$ cat src/rtl/hav_pkg.sv
`default_nettype none
// ----------------------------------------------------------------------------
// hav_pkg
// widths, angle constants and cordic tables shared by the haversine datapath
// ----------------------------------------------------------------------------
package hav_pkg;

  localparam int ANGLE_FRAC_BITS = 30;
  localparam int CORDIC_STAGES   = 32;
  localparam int QS              = 62 - ANGLE_FRAC_BITS;
  localparam int SQ_SHIFT        = QS - (QS % 2);
  localparam int SQ_STAGES       = 32;
  localparam int SQ_TOP          = 62;
  localparam int VEC_SHIFT       = 29;

  localparam int HW  = 34;
  localparam int HX  = HW + 2;
  localparam int CW  = ANGLE_FRAC_BITS + 4;
  localparam int VW  = 64;
  localparam int RTW = 32;
  localparam int RW  = 23;
  localparam int RMW = 33;
  localparam int DW  = 35;
  localparam int AW  = ANGLE_FRAC_BITS + 1;

  localparam logic [63:0] PI_Q60 = 64'h3243F6A8885A308D;
  localparam logic [63:0] RAD_U  = (PI_Q60 * 64'd4 + 64'd1800000000) / 64'd3600000000;
  localparam logic signed [HW-1:0] RAD_S = HW'(RAD_U);

  localparam logic signed [HX-1:0] HALF_FULL    = HX'(64'd7200000000);
  localparam logic signed [HX-1:0] HALF_HALF    = HX'(64'd3600000000);
  localparam logic signed [HX-1:0] HALF_QUARTER = HX'(64'd1800000000);

  localparam logic [AW-1:0]  ONE_Q       = AW'(1) << ANGLE_FRAC_BITS;
  localparam logic [DW-1:0]  MAX_DIST    = DW'(64'd21991148576);
  localparam logic [RMW-1:0] RADIUS_MM_RST = RMW'(64'd6371000000);
  localparam logic [RMW-1:0] MM_PER_M    = RMW'(1000);

  function automatic logic [63:0] umulsh(input logic [63:0] a, input logic [63:0] b,
                                         input int s);
    logic [127:0] p;
    p = 128'(a) * 128'(b);
    return 64'(p >> s);
  endfunction

  function automatic logic signed [CW-1:0] atan_q(input int i);
    logic [63:0] sum;
    logic [63:0] term;
    logic [63:0] v;
    int          k;
    sum = '0;
    if (i == 0) begin
      sum = PI_Q60;
    end else begin
      for (k = 0; i * (2 * k + 1) <= 62; k++) begin
        term = (64'h4000000000000000 >> (i * (2 * k + 1))) / 64'(2 * k + 1);
        if (k % 2 == 1) begin
          sum = sum - term;
        end else begin
          sum = sum + term;
        end
      end
    end
    v = (sum + (64'd1 << (QS - 1))) >> QS;
    return v[CW-1:0];
  endfunction

  function automatic logic signed [CW-1:0] gain_q();
    logic [63:0] p;
    logic [63:0] y;
    logic [63:0] t;
    logic [63:0] u;
    logic [63:0] w;
    logic [63:0] three;
    int          i;
    int          k;
    p     = 64'd1 << 63;
    three = 64'd3 << 62;
    for (i = 1; i < CORDIC_STAGES; i++) begin
      if (2 * i < 64) begin
        p = p + (p >> (2 * i));
      end
    end
    y = 64'd2767011611056432742;
    for (k = 0; k < 10; k++) begin
      t = umulsh(y, y, 62);
      u = umulsh(p, t, 62);
      w = (u < three) ? three - u : 64'd0;
      y = umulsh(y, w, 63);
    end
    w = (y + (64'd1 << (QS - 1))) >> QS;
    return w[CW-1:0];
  endfunction

  localparam logic signed [CW-1:0] GAIN_Q = gain_q();

  function automatic logic [CW-1:0] mag(input logic signed [CW-1:0] v);
    return v[CW-1] ? -v : v;
  endfunction

endpackage
`default_nettype wire

$ cat src/rtl/hav_sqrt.sv
`default_nettype none
// ----------------------------------------------------------------------------
// hav_sqrt
// pipelined integer square root, one result bit per stage
// ----------------------------------------------------------------------------
module hav_sqrt (
  input  logic                       clk,
  input  logic                       rst_n,
  input  logic                       en,
  input  logic                       in_v,
  input  logic [63:0]                in_n,
  output logic                       out_v,
  output logic [hav_pkg::RTW-1:0]    out_root
);
  import hav_pkg::*;

  localparam int N = SQ_STAGES;

  logic [63:0] n_r [0:N];
  logic [63:0] r_r [0:N];
  logic        v_r [0:N];

  always_ff @(posedge clk) begin
    if (!rst_n) begin
      v_r[0] <= 1'b0;
    end else if (en) begin
      v_r[0] <= in_v;
    end
    if (en) begin
      n_r[0] <= in_n;
      r_r[0] <= '0;
    end
  end

  for (genvar j = 0; j < N; j++) begin : g_stage
    localparam logic [63:0] BIT = 64'd1 << (SQ_TOP - 2 * j);
    logic [63:0] trial;
    logic [63:0] n_nxt;
    logic [63:0] r_nxt;

    always_comb begin
      trial = r_r[j] + BIT;
      if (n_r[j] >= trial) begin
        n_nxt = n_r[j] - trial;
        r_nxt = (r_r[j] >> 1) + BIT;
      end else begin
        n_nxt = n_r[j];
        r_nxt = r_r[j] >> 1;
      end
    end

    always_ff @(posedge clk) begin
      if (!rst_n) begin
        v_r[j+1] <= 1'b0;
      end else if (en) begin
        v_r[j+1] <= v_r[j];
      end
      if (en) begin
        n_r[j+1] <= n_nxt;
        r_r[j+1] <= r_nxt;
      end
    end
  end

  assign out_v    = v_r[N];
  assign out_root = r_r[N][RTW-1:0];

endmodule
`default_nettype wire

$ cat config.mk
export PLATFORM = sky130hd
export DESIGN_NAME = hav_sqrt
export DESIGN_NICKNAME = d
export VERILOG_FILES = /design/src/rtl/hav_pkg.sv /design/src/rtl/hav_sqrt.sv
export SDC_FILE = /design/constraint.sdc
export NUM_CORES = 2
export LEC_CHECK = 0
export ABC_CLOCK_PERIOD_IN_PS = 4300
export BUFFER_PORTS_ARGS = -buffer_cell sky130_fd_sc_hd__buf_4
export CORE_UTILIZATION = 45
export DETAILED_ROUTE_END_ITERATION = 8
export PLACE_DENSITY_LB_ADDON = 0.15
export SETUP_SLACK_MARGIN = 0.05
export SLEW_MARGIN = 15
export SYNTH_ARGS = -nofsm -noshare
export SYNTH_HDL_FRONTEND = slang
export SYNTH_MEMORY_MAX_BITS = 65536
export SYNTH_SLANG_ARGS = --single-unit
$ cat constraint.sdc
create_clock -name clk -period 4.3 [get_ports clk]
set_input_delay 0.43 -clock clk [delete_from_list [all_inputs] [get_ports clk]]
set_output_delay 0.43 -clock clk [all_outputs]
set_load 0.02 [all_outputs]
Word-level counts from Yosys, hierarchy flattened
Memories as Yosys holds them, arrays and structs flattened.
Cells that the tools add are included.
{"block": "classes", "addsub": 96, "order_cmp": 32, "mux": 102, "bitwise": 33}
{"operator": "64-bit 2-to-1 mux", "count": 64}
{"operator": "64-bit >= comparator", "count": 32}
{"operator": "64-bit subtractor", "count": 32}
{"operator": "63-bit by 1-bit adder with 64-bit output (second input constant)", "count": 1}
{"operator": "63-bit by 11-bit adder with 64-bit output (second input constant)", "count": 1}
{"operator": "63-bit by 13-bit adder with 64-bit output (second input constant)", "count": 1}
{"operator": "63-bit by 15-bit adder with 64-bit output (second input constant)", "count": 1}
{"operator": "63-bit by 17-bit adder with 64-bit output (second input constant)", "count": 1}
{"operator": "63-bit by 19-bit adder with 64-bit output (second input constant)", "count": 1}
{"operator": "63-bit by 21-bit adder with 64-bit output (second input constant)", "count": 1}
{"operator": "63-bit by 23-bit adder with 64-bit output (second input constant)", "count": 1}
{"operator": "63-bit by 25-bit adder with 64-bit output (second input constant)", "count": 1}
{"operator": "63-bit by 27-bit adder with 64-bit output (second input constant)", "count": 1}
{"operator": "63-bit by 29-bit adder with 64-bit output (second input constant)", "count": 1}
{"operator": "63-bit by 3-bit adder with 64-bit output (second input constant)", "count": 1}
{"operator": "63-bit by 31-bit adder with 64-bit output (second input constant)", "count": 1}
{"operator": "63-bit by 33-bit adder with 64-bit output (second input constant)", "count": 1}
{"operator": "63-bit by 35-bit adder with 64-bit output (second input constant)", "count": 1}
{"operator": "63-bit by 37-bit adder with 64-bit output (second input constant)", "count": 1}
{"operator": "63-bit by 39-bit adder with 64-bit output (second input constant)", "count": 1}
{"operator": "63-bit by 41-bit adder with 64-bit output (second input constant)", "count": 1}
{"operator": "63-bit by 43-bit adder with 64-bit output (second input constant)", "count": 1}
{"operator": "63-bit by 45-bit adder with 64-bit output (second input constant)", "count": 1}
{"operator": "63-bit by 47-bit adder with 64-bit output (second input constant)", "count": 1}
{"operator": "other kinds (45)", "count": 114}
{"block": "word_totals", "reg_bits": 0, "ram_bits": 4257, "in_bits": 68, "out_inout_bits": 33, "wordCells": 266, "memories": 3}
{"memory": "n_r", "depth": 33, "word_bits": 64, "read_ports": 32, "rd_clocked_by_memory_dff": 0, "write_ports": 33, "line": "hav_sqrt.sv:19", "source": "logic [63:0] n_r [0:N];"}
{"memory": "r_r", "depth": 33, "word_bits": 64, "read_ports": 33, "rd_clocked_by_memory_dff": 0, "write_ports": 33, "line": "hav_sqrt.sv:20", "source": "logic [63:0] r_r [0:N];"}
{"memory": "v_r", "depth": 33, "word_bits": 1, "read_ports": 33, "rd_clocked_by_memory_dff": 0, "write_ports": 33, "line": "hav_sqrt.sv:21", "source": "logic v_r [0:N];"}

Longest topological paths before layout
{"block": "logic_depth", "depth_word": 4, "mapped_depth": 14}

Least setup slack after synthesis
No wires, ideal clock.
{"block": "synth_timing", "path_kind": "register to register", "from": "memory n_r[25][17], in the netlist n_r[0][1617]", "to": "memory n_r[26][55], in the netlist n_r[0][1719] (data pin)", "setup_ns": 0.258, "arrival_ns": 3.129, "t_required_ns": 4.042, "slack_ns": 0.914, "path_stages_with_launch": 12, "path_buffers": 1, "synth_period_minus_slack_ns": 3.386, "path_cell_list": "edfxtp_1 > ha_1 > nand4_1 > a2111oi_1 > o211ai_1 > nand3_1 > a21oi_1 > nor2b_1 > clkbuf_1 > or4_1 > or4_1 > xnor2_1"}
{"item": "from (decl)", "line": "hav_sqrt.sv:19"}

==> flow_metrics.tcl <==
set metrics [dict create \
    status "completed" \
    power_density_nw_per_um2 534 \
    first_pass_iters 6 \
    post-route-min-period_ns 4.10 \
    yosysSeqAreaShare 0.631 \
    holdCritPathClass "input pin to flip-flop" \
    top_family_by_delay_on_critical_path "simple AND/OR/NAND/NOR gates" \
    hold_violations 0 \
    worst_ep_arrival_time_ns 4.72 \
    floorplan.die.height_um 527 \
    grt_first_pass_wirelength_um 482000 \
    postRouteAntennaNets 0 \
    placed_area_um2 130000 \
    yosysUniqueCellTypes 98 \
    fillCellCount 23400 \
    place_worst_setup_slack_ns -0.167 \
    cp_cell_sequence "ha_1 -> nor3b_2 -> nand3b_1 -> or3_1 -> nor4_4 -> or4_1 -> nor3_2 -> nor4b_4 -> nor4b_2 -> xor2_1" \
    fin_total_pwr_mw 74.7 \
    area.growth.synth_to_final_pct 12.7 \
    netlist_instances 9813 \
    worstPathBufferInverterCount 0 \
    fp-row-count 192 \
    async_flop_share 0 \
    synth_edf_count 2608 \
    setup-tns-final_ns 0 \
    finalMaxSlewViolations 0 \
    io_buffer_count 100 \
    grt_pass1_vias 77100 \
    cell_depth_of_the_worst_setup_path 10 \
    endpoint_kind "flip-flop" \
    fin_nets 10800 \
    cts.root.buffer_cell "sky130_fd_sc_hd__clkbuf_16" \
    worst-slew-pin-transition_ns 1.05 \
    ys_seq_elements 2609 \
    critical_path_required_ns 4.92 \
    synth.avg_cell_area_um2 12.6 \
    globalRouteTotalUtil 0.227 \
    seqCellArea_um2 78300 \
    cts_clock_pin_slew_for_the_worst_setup_and_hold_paths_ns 0.06 \
    total_number_of_clock_tree_sinks 2609 \
    grt_antenna_before_repair 6 \
    die_w_um 527 \
    skew_ns 0.0764 \
    synthesis.yosys.warnings 0 \
    synth.net_count 10400 \
    max-vdd-ir-drop_uv 335 \
    wire_length_after_detailed_routing_um 321000 \
    highest_count_cells_in_the_layout_ignoring_fill_and_taps "2608 x sky130_fd_sc_hd__edfxtp_1, 682 x sky130_fd_sc_hd__inv_1, 670 x sky130_fd_sc_hd__a21oi_1" \
    cts-buffers-inserted 289 \
    max_slew_margin 0.297 \
    postSynth.topFlopCell "sky130_fd_sc_hd__edfxtp_1" \
    grt.overflow.total 0 \
    hpwl_um 242000 \
    critical_path_class "flip-flop to flip-flop" \
    cp_slowest_cell "sky130_fd_sc_hd__nor4_4" \
    gp_routability_congestion 0.933 \
    route.detailed.vias_per_inst 5.66 \
    crit_path_start_kind "flip-flop" \
    cts_tree "built" \
    max-clock-path-buffers 4 \
    postLayoutSetupSlackWorst_ns 0.205 \
    io-pin-count 101 \
    cellLeakagePower_nw 52.2 \
    die_area_um2 278000 \
    post_cts.repair.setup_buffers 0 \
    remaining_drc_errors 0 \
    depth_of_the_worst_register_to_register_path 10 \
    final_design_area_no_fill_um2 140000 \
    syn-cell-area_um2 124000 \
    post_route_cells_drive_above_1_share 0.0816 \
    maxClockFrequency_ghz 0.244 \
    start_util 0.453 \
    avgRoutedWirePerCell_um 22.9 \
    stdcell_count 14000 \
    portion_of_the_clock_cycle_consumed_by_the_worst_path_in_the_final_layout 0.952 \
    mostFrequentLayoutCell "sky130_fd_sc_hd__edfxtp_1" \
    cts_max_level 5 \
    dr_vias 79300 \
    coreArea_um2 274000 \
    multi_input_combinational_cell_area_um2 42500 \
    max_stage_delay_ns 0.53 \
    timing.critical_path.fanout_max 7 \
    whs_path_depth 1 \
    setup_viol 0 \
    placed_cells 13400 \
    grt_max_degree 178 \
    worst_skew_pair.late_latency_ns 0.92 \
    grt_setup_unrepaired "yes" \
    cap_violations 0 \
    drt_iter0_drc 7380 \
]
==> timing repair <==
item / in CTS / in global routing
endpoints found under the setup margin: 37 / 50
hold buffers: 66 / 0
gates resized for setup: 2 / 9
hold endpoints to repair: 73 / 0
==> where the power goes <==
part           leakage (nW)  switching [mW]  internal [mW]
Clock                  4.42            10.1           13.9
Combinational          22.6            9.30           6.48
Sequential             25.2            2.70           32.3
Total                  52.2            22.1           52.6
==> path summary, 6_finish.rpt <==
kind	from	end	slack (ns)
max	n_r[0][1764]$_DFFE_PP_	n_r[0][1845]$_DFFE_PP_	0.20
min	en	n_r[0][858]$_DFFE_PP_	0.14
max reg2reg	n_r[0][1764]$_DFFE_PP_	n_r[0][1845]$_DFFE_PP_	0.20
min reg2reg	n_r[0][1113]$_DFFE_PP_	n_r[0][1177]$_DFFE_PP_	0.43
==> sequential cells by signal, summed over array words and instances (netlist names) <==
signal and flops:
n_r 2048, v_r 33, r_r 528
==> cells in the mapped netlist (26+ instances only) <==
library cell,n,share of area
sky130_fd_sc_hd__a211oi_1,48,0.0029
sky130_fd_sc_hd__a21boi_0,28,0.0017
sky130_fd_sc_hd__a21o_1,199,0.012
sky130_fd_sc_hd__a21oi_1,670,0.027
sky130_fd_sc_hd__a31oi_1,44,0.0022
sky130_fd_sc_hd__and2_1,37,0.0019
sky130_fd_sc_hd__and3_1,75,0.0038
sky130_fd_sc_hd__clkbuf_1,185,0.0056
sky130_fd_sc_hd__edfxtp_1,2608,0.63
sky130_fd_sc_hd__ha_1,558,0.056
sky130_fd_sc_hd__inv_1,682,0.021
sky130_fd_sc_hd__mux2_2,88,0.0080
sky130_fd_sc_hd__nand2_1,591,0.018
sky130_fd_sc_hd__nand2b_1,99,0.0050
sky130_fd_sc_hd__nand3_1,160,0.0065
sky130_fd_sc_hd__nand3b_1,28,0.0017
sky130_fd_sc_hd__nand4_1,170,0.0086
sky130_fd_sc_hd__nand4b_1,26,0.0018
sky130_fd_sc_hd__nor2_1,647,0.020
sky130_fd_sc_hd__nor2b_1,67,0.0034
sky130_fd_sc_hd__nor3_1,277,0.011
sky130_fd_sc_hd__nor4_1,347,0.017
sky130_fd_sc_hd__nor4b_1,54,0.0038
sky130_fd_sc_hd__o211ai_1,41,0.0025
sky130_fd_sc_hd__o21a_1,88,0.0053
sky130_fd_sc_hd__o21ai_0,448,0.018
sky130_fd_sc_hd__o21bai_1,53,0.0032
sky130_fd_sc_hd__o31ai_1,49,0.0030
sky130_fd_sc_hd__or2_2,43,0.0022
sky130_fd_sc_hd__or3_1,109,0.0055
sky130_fd_sc_hd__or4_1,72,0.0044
sky130_fd_sc_hd__xnor2_1,423,0.030
sky130_fd_sc_hd__xor2_1,464,0.033
==> worst reg2reg max path, stage by stage (launching register included) <==
cell and delay, ns:
sky130_fd_sc_hd__edfxtp_1 0.44, sky130_fd_sc_hd__ha_1 0.47, sky130_fd_sc_hd__nor3b_2 0.43, sky130_fd_sc_hd__nand3b_1 0.20, sky130_fd_sc_hd__or3_1 0.50, sky130_fd_sc_hd__nor4_4 0.53
sky130_fd_sc_hd__or4_1 0.28, sky130_fd_sc_hd__nor3_2 0.13, sky130_fd_sc_hd__nor4b_4 0.45, sky130_fd_sc_hd__nor4b_2 0.31, sky130_fd_sc_hd__xor2_1 0.11
==> metal layers <==
| layer | vias up | track usage | routed length (um) |
|---|---|---|---|
| li1 | 37700 | - | - |
| met1 | 39000 | 0.329 | 149000 |
| met2 | 2279 | 0.364 | 148000 |
| met3 | 374 | 0.0301 | 17200 |
| met4 | 0 | 0.0486 | 6430 |
| met5 | - | 0 | 0 |
==> kinds of logic after synthesis <==
group,Yosys count,share of synthesized area
simple gates,2888,0.121
xor+xnor,887,0.0626
fa+ha+maj,558,0.0563
flops,2609,0.631
compound gates,1868,0.0924
mux,98,0.00879
buf+inv,905,0.0275
==> final cells by class <==
cell class	instances	area share
flip-flops and latches	2609	0.560
multi-input cells	6299	0.304
clock buffers	354	0.0548
well taps	3589	0.0321
repair buffers	319	0.0207
inverters	687	0.0184
clock inverters	160	0.0102
diodes	3	0.0000537
==> metrics by stage <==
step | util | hold WS (ns)
floorplan | - | 0.417
global placement | 0.475 | 0.429
detailed placement | 0.475 | 0.434
CTS | 0.511 | 0.0820
global route | 0.511 | 0.0753
finish | 0.511 | 0.139
Note: power is estimated with default switching activity, not from simulation.
